==> src/hw/rtl/stt_pkg.sv <==
// stt_pkg: shared types and defaults for the software timer table
// command codes, per-slot event flags and parameter defaults
// no dependencies
`default_nettype none

package stt_pkg;

    localparam int SLOT_COUNT_DEF = 10;
    localparam int TAG_BITS_DEF   = 8;
    localparam int COUNT_BITS_DEF = 32;

    // command codes on the func field
    typedef enum logic [2:0] {
        FUNC_TICK      = 3'd0,
        FUNC_START_ONE = 3'd1,
        FUNC_START_PER = 3'd2,
        FUNC_STOP      = 3'd3,
        FUNC_RESTART   = 3'd4
    } t_func;

    // what the slot unit saw on the slot at the head of the ring
    typedef struct packed {
        logic expire;
        logic hit;
    } t_slot_evt;

endpackage

`default_nettype wire

==> src/hw/rtl/software_timer_table_core.sv <==
// software_timer_table_core: table of timer slots kept in a rotating ring of cells
// depends on stt_pkg, stt_cell and stt_slot_unit
`default_nettype none

// channel   direction  handshake            payload
// request   in         i_valid / o_stall    i_func, i_owner_tag, i_period_ticks
// result    out        o_valid / i_stall    o_kind, o_found, o_fired_tag,
//                                           o_fired_slot, o_last
//
// a request is accepted, then the ring rotates once per slot, and a flush step
// sends the last result if there is one. the rotation is the limit: one slot
// per cycle passes the shared slot unit unless the walk is held. a tick gives
// one result per expired slot, each held back until the next expiry or the flush
// so that the final one can carry o_last; a stalled output holds the walk when a
// held expiry has to be pushed out, and holds the flush.
// synchronous reset clears every slot at once and empties the output.

module software_timer_table_core
    import stt_pkg::*;
#(
    parameter int SLOT_COUNT = SLOT_COUNT_DEF,
    parameter int TAG_BITS   = TAG_BITS_DEF,
    parameter int COUNT_BITS = COUNT_BITS_DEF
) (
    input  wire logic        i_clk,
    input  wire logic        i_rst_n,
    // request channel
    input  wire logic        i_valid,
    output logic             o_stall,
    input  wire logic [2:0]  i_func,
    input  wire logic [7:0]  i_owner_tag,
    input  wire logic [31:0] i_period_ticks,
    // result channel
    output logic             o_valid,
    input  wire logic        i_stall,
    output logic             o_kind,
    output logic             o_found,
    output logic [7:0]       o_fired_tag,
    output logic [3:0]       o_fired_slot,
    output logic             o_last
);

    localparam int SLOT_BITS = (SLOT_COUNT > 1) ? $clog2(SLOT_COUNT) : 1;
    localparam logic [SLOT_BITS-1:0] LAST_STEP = SLOT_BITS'(SLOT_COUNT - 1);

    typedef enum logic [2:0] {
        ST_IDLE  = 3'b001,
        ST_WALK  = 3'b010,
        ST_FLUSH = 3'b100
    } t_state;

    // control
    t_state                r_state, n_state;
    logic [SLOT_BITS-1:0]  r_step,  n_step;
    logic                  r_hit,   n_hit;
    logic [SLOT_BITS-1:0]  r_hit_slot, n_hit_slot;

    // latched request
    t_func                 r_func;
    logic [TAG_BITS-1:0]   r_tag;
    logic [COUNT_BITS-1:0] r_period;

    // expiry held back until the next expiry or the flush so the last one can be marked
    logic                  r_pend_valid, n_pend_valid;
    logic [TAG_BITS-1:0]   r_pend_tag,   n_pend_tag;
    logic [SLOT_BITS-1:0]  r_pend_slot,  n_pend_slot;

    // output register
    logic                  r_out_valid, n_out_valid;
    logic                  r_out_kind,  n_out_kind;
    logic                  r_out_found, n_out_found;
    logic [7:0]            r_out_tag,   n_out_tag;
    logic [3:0]            r_out_slot,  n_out_slot;
    logic                  r_out_last,  n_out_last;

    // ring wiring
    logic [TAG_BITS-1:0]   w_owner     [SLOT_COUNT];
    logic [COUNT_BITS-1:0] w_period    [SLOT_COUNT];
    logic [COUNT_BITS-1:0] w_remaining [SLOT_COUNT];
    logic                  w_periodic  [SLOT_COUNT];

    logic [TAG_BITS-1:0]   w_upd_owner;
    logic [COUNT_BITS-1:0] w_upd_period;
    logic [COUNT_BITS-1:0] w_upd_remaining;
    logic                  w_upd_periodic;
    t_slot_evt             w_evt;

    logic w_accept;
    logic w_out_free;
    logic w_shift;

    assign w_accept   = i_valid && !o_stall;
    assign w_out_free = !r_out_valid || !i_stall;

    // the slot at cell 0 is processed; everything moves one cell toward the head
    genvar g;
    generate
        for (g = 0; g < SLOT_COUNT; g++) begin : g_ring
            logic [TAG_BITS-1:0]   w_in_owner;
            logic [COUNT_BITS-1:0] w_in_period;
            logic [COUNT_BITS-1:0] w_in_remaining;
            logic                  w_in_periodic;

            if (g == SLOT_COUNT - 1) begin : g_tail
                assign w_in_owner     = w_upd_owner;
                assign w_in_period    = w_upd_period;
                assign w_in_remaining = w_upd_remaining;
                assign w_in_periodic  = w_upd_periodic;
            end else begin : g_mid
                assign w_in_owner     = w_owner[g+1];
                assign w_in_period    = w_period[g+1];
                assign w_in_remaining = w_remaining[g+1];
                assign w_in_periodic  = w_periodic[g+1];
            end

            stt_cell #(
                .TAG_BITS   (TAG_BITS),
                .COUNT_BITS (COUNT_BITS)
            ) u_cell (
                .i_clk       (i_clk),
                .i_rst_n     (i_rst_n),
                .i_shift     (w_shift),
                .i_owner     (w_in_owner),
                .i_period    (w_in_period),
                .i_remaining (w_in_remaining),
                .i_periodic  (w_in_periodic),
                .o_owner     (w_owner[g]),
                .o_period    (w_period[g]),
                .o_remaining (w_remaining[g]),
                .o_periodic  (w_periodic[g])
            );
        end
    endgenerate

    stt_slot_unit #(
        .TAG_BITS   (TAG_BITS),
        .COUNT_BITS (COUNT_BITS)
    ) u_slot_unit (
        .i_func       (r_func),
        .i_tag        (r_tag),
        .i_cmd_period (r_period),
        .i_armed      (!r_hit),
        .i_owner      (w_owner[0]),
        .i_period     (w_period[0]),
        .i_remaining  (w_remaining[0]),
        .i_periodic   (w_periodic[0]),
        .o_owner      (w_upd_owner),
        .o_period     (w_upd_period),
        .o_remaining  (w_upd_remaining),
        .o_periodic   (w_upd_periodic),
        .o_evt        (w_evt)
    );

    // walk steps unless an expiry would push out the held one while the output is full
    assign w_shift = (r_state == ST_WALK)
                  && (!(w_evt.expire && r_pend_valid) || w_out_free);

    always_comb begin
        n_state      = r_state;
        n_step       = r_step;
        n_hit        = r_hit;
        n_hit_slot   = r_hit_slot;
        n_pend_valid = r_pend_valid;
        n_pend_tag   = r_pend_tag;
        n_pend_slot  = r_pend_slot;
        // output drains when taken
        n_out_valid  = r_out_valid && i_stall;
        n_out_kind   = r_out_kind;
        n_out_found  = r_out_found;
        n_out_tag    = r_out_tag;
        n_out_slot   = r_out_slot;
        n_out_last   = r_out_last;

        case (r_state)
            ST_IDLE: begin
                if (w_accept) begin
                    n_state      = ST_WALK;
                    n_step       = '0;
                    n_hit        = 1'b0;
                    n_hit_slot   = '0;
                    n_pend_valid = 1'b0;
                end
            end
            ST_WALK: begin
                if (w_shift) begin
                    if (w_evt.expire) begin
                        if (r_pend_valid) begin
                            // earlier expiry goes out, not the final one
                            n_out_valid = 1'b1;
                            n_out_kind  = 1'b1;
                            n_out_found = 1'b0;
                            n_out_tag   = 8'(r_pend_tag);
                            n_out_slot  = 4'(r_pend_slot);
                            n_out_last  = 1'b0;
                        end
                        n_pend_valid = 1'b1;
                        n_pend_tag   = w_owner[0];
                        n_pend_slot  = r_step;
                    end
                    if (w_evt.hit) begin
                        n_hit      = 1'b1;
                        n_hit_slot = r_step;
                    end
                    if (r_step == LAST_STEP) begin
                        n_state = ST_FLUSH;
                        n_step  = '0;
                    end else begin
                        n_step = r_step + SLOT_BITS'(1);
                    end
                end
            end
            ST_FLUSH: begin
                if (r_func == FUNC_TICK) begin
                    if (!r_pend_valid) begin
                        // tick with nothing expired gives no result
                        n_state = ST_IDLE;
                    end else if (w_out_free) begin
                        n_out_valid  = 1'b1;
                        n_out_kind   = 1'b1;
                        n_out_found  = 1'b0;
                        n_out_tag    = 8'(r_pend_tag);
                        n_out_slot   = 4'(r_pend_slot);
                        n_out_last   = 1'b1;
                        n_pend_valid = 1'b0;
                        n_state      = ST_IDLE;
                    end
                end else if (w_out_free) begin
                    // command reply, slot zero when nothing matched
                    n_out_valid = 1'b1;
                    n_out_kind  = 1'b0;
                    n_out_found = r_hit;
                    n_out_tag   = '0;
                    n_out_slot  = r_hit ? 4'(r_hit_slot) : '0;
                    n_out_last  = 1'b1;
                    n_state     = ST_IDLE;
                end
            end
            default: begin
                n_state = ST_IDLE;
            end
        endcase
    end

    always_ff @(posedge i_clk) begin
        if (!i_rst_n) begin
            r_state      <= ST_IDLE;
            r_step       <= '0;
            r_hit        <= 1'b0;
            r_hit_slot   <= '0;
            r_pend_valid <= 1'b0;
            r_out_valid  <= 1'b0;
        end else begin
            r_state      <= n_state;
            r_step       <= n_step;
            r_hit        <= n_hit;
            r_hit_slot   <= n_hit_slot;
            r_pend_valid <= n_pend_valid;
            r_out_valid  <= n_out_valid;
        end
    end

    // payload registers, no reset needed
    always_ff @(posedge i_clk) begin
        if (w_accept) begin
            r_func   <= t_func'(i_func);
            r_tag    <= TAG_BITS'(i_owner_tag);
            r_period <= COUNT_BITS'(i_period_ticks);
        end
        r_pend_tag  <= n_pend_tag;
        r_pend_slot <= n_pend_slot;
        r_out_kind  <= n_out_kind;
        r_out_found <= n_out_found;
        r_out_tag   <= n_out_tag;
        r_out_slot  <= n_out_slot;
        r_out_last  <= n_out_last;
    end

    assign o_stall      = (r_state != ST_IDLE);
    assign o_valid      = r_out_valid;
    assign o_kind       = r_out_kind;
    assign o_found      = r_out_found;
    assign o_fired_tag  = r_out_tag;
    assign o_fired_slot = r_out_slot;
    assign o_last       = r_out_last;

    // an idle block holds no unsent expiry
    a_idle_no_pend: assert property (@(posedge i_clk) disable iff (!i_rst_n)
        (r_state == ST_IDLE) |-> !r_pend_valid)
        else $error("held expiry left over in idle");

    // walk position stays inside the table
    a_step_range: assert property (@(posedge i_clk) disable iff (!i_rst_n)
        r_step <= LAST_STEP)
        else $error("walk step beyond last slot");

    // a command reply is always the only and final result
    a_reply_last: assert property (@(posedge i_clk) disable iff (!i_rst_n)
        (o_valid && !o_kind) |-> o_last)
        else $error("command reply without last mark");

    // a reply that found nothing points at slot zero
    a_miss_slot: assert property (@(posedge i_clk) disable iff (!i_rst_n)
        (o_valid && !o_kind && !o_found) |-> (o_fired_slot == '0))
        else $error("missed command reply with nonzero slot");

    // expiry events never carry the found flag
    a_expiry_found: assert property (@(posedge i_clk) disable iff (!i_rst_n)
        (o_valid && o_kind) |-> !o_found)
        else $error("expiry event with found set");

endmodule

`default_nettype wire

==> src/hw/rtl/stt_cell.sv <==
// stt_cell: one timer slot register stage of the rotating ring
// depends on stt_pkg for parameter defaults
`default_nettype none

module stt_cell
    import stt_pkg::*;
#(
    parameter int TAG_BITS   = TAG_BITS_DEF,
    parameter int COUNT_BITS = COUNT_BITS_DEF
) (
    input  wire logic                  i_clk,
    input  wire logic                  i_rst_n,
    input  wire logic                  i_shift,
    input  wire logic [TAG_BITS-1:0]   i_owner,
    input  wire logic [COUNT_BITS-1:0] i_period,
    input  wire logic [COUNT_BITS-1:0] i_remaining,
    input  wire logic                  i_periodic,
    output logic      [TAG_BITS-1:0]   o_owner,
    output logic      [COUNT_BITS-1:0] o_period,
    output logic      [COUNT_BITS-1:0] o_remaining,
    output logic                       o_periodic
);

    logic [TAG_BITS-1:0]   r_owner;
    logic [COUNT_BITS-1:0] r_period;
    logic [COUNT_BITS-1:0] r_remaining;
    logic                  r_periodic;

    // slot state is architectural, so reset clears it
    always_ff @(posedge i_clk) begin
        if (!i_rst_n) begin
            r_owner     <= '0;
            r_period    <= '0;
            r_remaining <= '0;
            r_periodic  <= 1'b0;
        end else if (i_shift) begin
            r_owner     <= i_owner;
            r_period    <= i_period;
            r_remaining <= i_remaining;
            r_periodic  <= i_periodic;
        end
    end

    assign o_owner     = r_owner;
    assign o_period    = r_period;
    assign o_remaining = r_remaining;
    assign o_periodic  = r_periodic;

endmodule

`default_nettype wire

==> src/hw/rtl/stt_slot_unit.sv <==
// stt_slot_unit: update of the slot leaving the head of the ring
// handles tick countdown and the claim, stop and restart commands; uses stt_pkg
`default_nettype none

module stt_slot_unit
    import stt_pkg::*;
#(
    parameter int TAG_BITS   = TAG_BITS_DEF,
    parameter int COUNT_BITS = COUNT_BITS_DEF
) (
    input  wire t_func                 i_func,
    input  wire logic [TAG_BITS-1:0]   i_tag,
    input  wire logic [COUNT_BITS-1:0] i_cmd_period,
    input  wire logic                  i_armed,
    input  wire logic [TAG_BITS-1:0]   i_owner,
    input  wire logic [COUNT_BITS-1:0] i_period,
    input  wire logic [COUNT_BITS-1:0] i_remaining,
    input  wire logic                  i_periodic,
    output logic      [TAG_BITS-1:0]   o_owner,
    output logic      [COUNT_BITS-1:0] o_period,
    output logic      [COUNT_BITS-1:0] o_remaining,
    output logic                       o_periodic,
    output t_slot_evt                  o_evt
);

    logic [COUNT_BITS-1:0] w_dec;
    logic                  w_tag_ok;

    assign w_dec    = i_remaining - COUNT_BITS'(1);
    assign w_tag_ok = i_armed && (i_tag != '0);

    always_comb begin
        o_owner     = i_owner;
        o_period    = i_period;
        o_remaining = i_remaining;
        o_periodic  = i_periodic;
        o_evt       = '0;
        case (i_func)
            FUNC_TICK: begin
                if (i_remaining != '0) begin
                    o_remaining = w_dec;
                    if (w_dec == '0) begin
                        o_evt.expire = 1'b1;
                        o_remaining  = i_periodic ? i_period : '0;
                    end
                end
            end
            FUNC_START_ONE, FUNC_START_PER: begin
                // claim the first free slot
                if (w_tag_ok && i_owner == '0) begin
                    o_evt.hit   = 1'b1;
                    o_owner     = i_tag;
                    o_period    = i_cmd_period;
                    o_remaining = i_cmd_period;
                    o_periodic  = (i_func == FUNC_START_PER);
                end
            end
            FUNC_STOP: begin
                if (w_tag_ok && i_owner == i_tag) begin
                    o_evt.hit   = 1'b1;
                    o_owner     = '0;
                    o_remaining = '0;
                end
            end
            FUNC_RESTART: begin
                if (w_tag_ok && i_owner == i_tag) begin
                    o_evt.hit   = 1'b1;
                    o_remaining = i_period;
                end
            end
            default: begin
                o_evt = '0;
            end
        endcase
    end

endmodule

`default_nettype wire

==> config.mk <==
export PLATFORM = sky130hd
export DESIGN_NAME = software_timer_table_core
export DESIGN_NICKNAME = d
export VERILOG_FILES = /design/src/hw/rtl/stt_pkg.sv /design/src/hw/rtl/software_timer_table_core.sv /design/src/hw/rtl/stt_cell.sv /design/src/hw/rtl/stt_slot_unit.sv
export SDC_FILE = /design/constraint.sdc
export NUM_CORES = 2
export LEC_CHECK = 0
export BUFFER_PORTS_ARGS = -buffer_cell sky130_fd_sc_hd__buf_4
export CAP_MARGIN = 20
export CORE_MARGIN = 5
export CORE_UTILIZATION = 34
export CTS_CLUSTER_SIZE = 8
export DETAILED_ROUTE_END_ITERATION = 16
export REMOVE_ABC_BUFFERS = 1
export SYNTH_ARGS = -nofsm -noshare
export SYNTH_HDL_FRONTEND = slang
export SYNTH_SLANG_ARGS = --single-unit
==> constraint.sdc <==
create_clock -name i_clk -period 7.3 [get_ports i_clk]
set_input_delay 1.46 -clock i_clk [delete_from_list [all_inputs] [get_ports i_clk]]
set_output_delay 1.46 -clock i_clk [all_outputs]
set_load 0.01 [all_outputs]
; ---- After elaboration in Yosys (flattened, before gate mapping)
; Index checks and enable logic that the tools add are counted.
; Widths: inputs -> output; s select.
[op_classes]
addsub = 2
n_mul = 0
div_mod_pow = 0
order_cmp = 0
n_eq_ne = 19
n_shift = 0
mux = 87
bitwise_logic = 0
n_reduce_logical = 31
[ops]
columns = op, n
row1 = $mux 32, 8
row2 = $pmux 32 s4, 1
row3 = $mux 8, 9
row4 = $mux 4, 13
row5 = $mux 1, 37
row6 = $logic_not 32->1, 1
row7 = $pmux 8 s2, 2
row8 = $reduce_bool 32->1, 1
row9 = $sub 32x1->32 const B, 1
row10 = $pmux 4 s2, 3
row11 = $mux 3, 6
row12 = $pmux 1 s2, 6
row13 = $ne 2x2->1 const B, 5
row14 = $reduce_and 5->1, 2
row15 = $eq 3x2->1 const B, 3
row16 = $pmux 3 s3, 1
row17 = $reduce_and 3->1, 3
row18 = $eq 8x8->1, 1
row19 = $logic_not 8->1, 1
row20 = $reduce_bool 8->1, 1
row21 = $logic_and 1x1->1, 7
row22 = $eq 3x1->1 const B, 2
row23 = $eq 3x3->1 const B, 2
row24 = $ne 2x1->1 const B, 3
row25 = other kinds (13), 20
[totals]
register_bits = 814
latch_bits = 0
ramBits = 0
rom_bits = 0
input_bits = 47
out_inout_bits = 17
wordCells = 195
mem_count = 0

; ---- Logic depth before layout (Yosys ltp)
[depth]
depth_word = 11
depth_mapped = 15
ltp_nobuf = 11

; ---- By module
; Synthesis repeated with hierarchy kept, for this count alone.
[unflattened]
hier_cells = 3024
area_unflattened_um2 = 34330.4
[by_module_without_submodules]
columns = module, n_inst, cells_each, area_per_inst_um2, seq_area_each_um2
row1 = stt_cell, 10, 235, 2840.2, 1461.4
row2 = software_timer_table_core, 1, 178, 2979.1, 2382.3
row3 = stt_slot_unit, 1, 496, 2949.1, 0.0

; ---- Worst setup path before layout
; Ideal clock, no wire load.
[synth_timing]
path_kind = register to register
from = register g_ring[0].u_cell.r_remaining[0]
to = register r_pend_slot[0], enable pin
setup_time_ps = 412
arrival_time_ps = 3498
required_ps = 6888
setup_slack_ps = 3389
stages_incl_launch_ff = 11
path_buffers = 1
synth_period_minus_slack_ps = 3911
cell_sequence = dfxtp_1 inv_1 ha_1 nor3b_2 buf_2 nand4_2 o31a_1 nor4_1 and4_4 nand2_1 nor4_1
[synth_between]
elab_chain_cells = 10
elab_cells_between_ends = 11
classes_between = 1 x add/sub / 3 x mux / 7 x reduce/logical
[synth_rtl]
columns = item, line_no
row1 = from (decl), stt_cell.sv:26  ; logic [COUNT_BITS-1:0] r_remaining;
row2 = from (signal assigned), stt_cell.sv:39  ; r_remaining <= i_remaining;
row3 = $sub 32x1->32, stt_slot_unit.sv:29  ; assign w_dec = i_remaining - COUNT_BITS'(1);
row4 = $logic_not 32->1, stt_slot_unit.sv:42  ; if (w_dec == '0) begin
row5 = $mux 1, stt_slot_unit.sv:42
row6 = $mux 1 (*), stt_slot_unit.sv:40  ; if (i_remaining != '0) begin
row7 = $mux 1 (*), stt_slot_unit.sv:38  ; case (i_func)
row8 = $logic_and 1x1->1, software_timer_table_core.sv:156  ; && (!(w_evt.expire && r_pend_valid) || w_out_free);
row9 = $logic_not 1->1, software_timer_table_core.sv:156
row10 = $logic_or 1x1->1, software_timer_table_core.sv:156
row11 = $logic_and 1x1->1, software_timer_table_core.sv:156
row12 = $reduce_and 3->1 (no source line) (*), -
row13 = to (signal assigned), software_timer_table_core.sv:270  ; r_pend_slot <= n_pend_slot;
row14 = to (decl), software_timer_table_core.sv:66  ; logic [SLOT_BITS-1:0] r_pend_slot, n_pend_slot;
; Mark *: on every way between the ends. The rest lies on a longest branch, timed or not.
; A chain may end at the register's enable or synchronous reset.

; ---- Worst setup path in the final report
[layout_timing]
from = register g_ring[0].u_cell.r_remaining[1]
to = register g_ring[9].u_cell.r_owner[2]
[layout_between]
elab_chain_cells = 9
elab_cells_between_ends = 10
classes_between = 1 x add/sub / 3 x mux / 6 x reduce/logical
[layout_rtl]
columns = item, line_no
row1 = $sub 32x1->32, stt_slot_unit.sv:29
row2 = $logic_not 32->1, stt_slot_unit.sv:42
row3 = $mux 1, stt_slot_unit.sv:42
row4 = $mux 1 (*), stt_slot_unit.sv:40
row5 = $mux 1 (*), stt_slot_unit.sv:38
row6 = $logic_and 1x1->1 (*), software_timer_table_core.sv:156
row7 = $logic_not 1->1 (*), software_timer_table_core.sv:156
row8 = $logic_or 1x1->1 (*), software_timer_table_core.sv:156
row9 = $logic_and 1x1->1 (*), software_timer_table_core.sv:156
row10 = to (signal assigned), stt_cell.sv:37  ; r_owner <= i_owner;
row11 = to (decl), stt_cell.sv:24  ; logic [TAG_BITS-1:0] r_owner;
; Marks and branches as above.

==> results.md <==
* Setup_tns at 0 ps
* Gr usage total at 13.5%
* FF-to-FF setup slack at 2550 ps
* Antenna violations before repair at 1
* Clock Pin Slew Worst Setup and Hold Paths at 50 ps
* Async set-reset flop share out of synthesis at 0%
* Outcome: finished clean
* Crit Reg-Reg Endpoint: g_ring[9].u_cell.o_owner[2]
* Final worst path period need at 4750 ps
* # DRC at 0
* Mean post-synth cell area at 8.46 sq um
* Commonest non-fill, non-tap cell in the layout: nand2_1
* DR pass1 iterations at 5
* Hold Startpoint: g_ring[2].u_cell.o_period[21]
* CTS tree: yes
* Wirelength per Cell at 14.0 um
* First-pass GRT wire length at 113000 um
* CP max FO at 227
* Post-CTS Setup Repair Bufs at 0
* Most frequent cells in the layout: nand2_1, dfxtp_1, a21boi_1, a21oi_1, clkbuf_16
* Distinct cells, synth at 75
* Vias in the first global route at 21628
* WS Path Type: reg2reg
* CP top delay family: simple AND/OR/NAND/NOR gates
* Synth Flop Type: dfxtp_1
* DR vias at 23879
* Max Transition Viols Final at 0
* Die width at 315 um
* Clock Tree Buf Depth at 3
* Area Growth Syn to Fin at 12.9%
* Resize count post-CTS at 0
* Hold Crit Depth at 2
* Synth Register Bits at 814
* CTS H-Tree Depth at 3
* Peak VDD IR at 0.187 mV
* Sequential area share after synthesis at 53.9%
* Port bufs at 63
* Die Y at 315 um
* Rel. slew slack at 32.2%
* Final wirelength at 69000 um
* Worst path max stage delay at 690 ps
* DIE AREA at 0.0989 sq mm
* Global route overflow at 0
* Vias/cell at 4.85
* Layout cells sized above 1 at 6.46%
* Crit path DAT at 5320 ps
* Worst hold path class: reg2reg
* Yosys Warn Count at 0
* Worst path required time at 7870 ps
* Post-synth EDFFs at 70
* 1st-iter DRT viols at 1785
* Reg2Reg Depth at 12
* Max Clock Freq at 0.210 GHz
* R2R Path Start: g_ring[0].u_cell.o_remaining[1]
* I/O pin count at 64
* Final Hold Viols at 0
* Diode count at 0
* Worst slew pin tran at 1020 ps
* Synthesized cell area at 0.0315 sq mm
* Area of placed instances at 0.0326 sq mm
* Cell area after layout at 0.0356 sq mm
* Core outline area at 0.0918 sq mm
* WHS Endpoint: g_ring[1].u_cell.o_period[21]
* Cells after synthesis at 3729
* Post-layout util at 38.8%
* CTS Sinks at 814
* Kind of start point of the critical path: flop
* Cell Chain, Critical Path: inv_1 -> ha_1 -> nor3b_2 -> nand4_2 -> o31a_1 -> nor4_1 -> and3_1 -> nand4b_1 -> o31ai_4 -> buf_12 -> a221oi_1 -> nor3b_1
* Antenna-violating nets left at 0
* Max Cap Viol at 0
* Crit path capture type: flop
* Root Driver: clkbuf_16
* Slowest CP cell: buf_12
* Initial core utilization at 34.4%
* Final period util at 65.1%
* Power Total at 9.81 mW
* CP bufs+invs at 2
* Setup Viol. Count Final at 0
* FP Rows at 111
* Fin nets at 3703
* PD cells at 276 mW/mm^2
* Post-CTS Hold Buffers at 0
* Gpl congestion at 0.852
* Post-Route Skew at 35.1 ps
* Pin count of the biggest net entering global routing at 228
* Clock Latency Late Sink at 660 ps
* CP Depth at 12
* RSZ-0062 raised after global routing: no
* DP HPWL at 39500 um
* Leakage at 11.9 nW
* CTS Buf Count at 111
-- per-layer routing --
metal	up-vias	global-route usage, %	share of wire [%]
li1	12224	-	-
met4	2	4.97	2.7
met2	373	21.1	45
met1	11160	19.0	48
met3	120	2.25	3.9
met5	-	0	0.026
-- sequential cells by signal (all words and copies together) (netlist names) --
register,cells
r_func,3
r_tag,8
o_fired_slot,4
o_found,1
r_pend_slot,4
g_ring.u_cell.o_owner,80
g_ring.u_cell.o_period,320
o_valid,1
r_step,4
o_kind,1
r_period,32
r_pend_tag,8
r_hit_slot,4
r_pend_valid,1
r_state,3
r_hit,1
o_last,1
g_ring.u_cell.o_periodic,10
o_fired_tag,8
g_ring.u_cell.o_remaining,320
-- layout make-up --
cell class              instances  area [sq um]
repair buffers                 91           801
clock inverters                 5          86.3
inverters                      13          56.3
well taps                    1243          1560
clock buffers                 141          2910
flip-flops and latches        814         17000
fillers                      9359         56200
multi-input cells            2620         13200
-- synth_stat cells (all sizes together) (9+ instances only) --
master  number  area, sq um
buf        157          852
a31oi       14         87.6
nand3       33          165
clkbuf     125          469
a311oi      18          158
a21oi      287         1440
nor4        26          226
o31a         9         78.8
a221oi      13          114
a21boi     426         3200
edfxtp      70         2100
o211a       17          170
o21ai       63          315
nor3b       10         80.1
a211oi      10         75.1
nand2     1444         5420
and2        11         68.8
dfxtp      744        14900
inv         12         45.0
xor2        13          114
nor3        19          116
nand4       12         87.6
nor2        80          300
-- stage by stage --
step	std cells	worst slack (ps)	hold WS (ps)
after floorplan	3447	-32630	429
after global placement	4779	2550	436
after detailed placement	4781	2630	441
after CTS	4927	2650	432
after global routing	4927	2140	451
final	4927	2550	435
-- where the power goes --
group	switching [mW]	internal [mW]	leakage [nW]
Sequential	0.0548	4.60	6.64
Clock	1.78	2.73	1.45
Combinational	0.477	0.162	3.76
-- kinds of logic after synthesis --
group                      after synthesis  share of synthesized area [%]
xor gates and xnor gates                18                          0.500
and+or+nand+nor                       1686                           21.7
AOI/OAI and AO/OA                      907                           19.2
DFF                                    814                           53.9
muxes                                    3                         0.0952
adders and majority gates                6                          0.230
buffers and inverters                  295                           4.34
-- worst min-delay path, stage by stage, from the launching register on --
cell      delay (ps)
dfxtp_1          300
nand2_1           50
a21boi_1          50
-- worst max path at each step --
stage / startpoint / to
finish: g_ring[0].u_cell.o_remaining[1] / g_ring[9].u_cell.o_owner[2]
global placement: g_ring[0].u_cell.o_remaining[0] / o_fired_tag[1]
detailed placement: g_ring[0].u_cell.o_remaining[1] / g_ring[9].u_cell.o_owner[3]
floorplan: g_ring[0].u_cell.o_remaining[0] / r_state[2]
global route: g_ring[0].u_cell.o_remaining[0] / g_ring[9].u_cell.o_owner[3]
CTS: g_ring[0].u_cell.o_remaining[0] / g_ring[9].u_cell.o_owner[2]
Note: power is estimated with default switching activity, not from simulation.
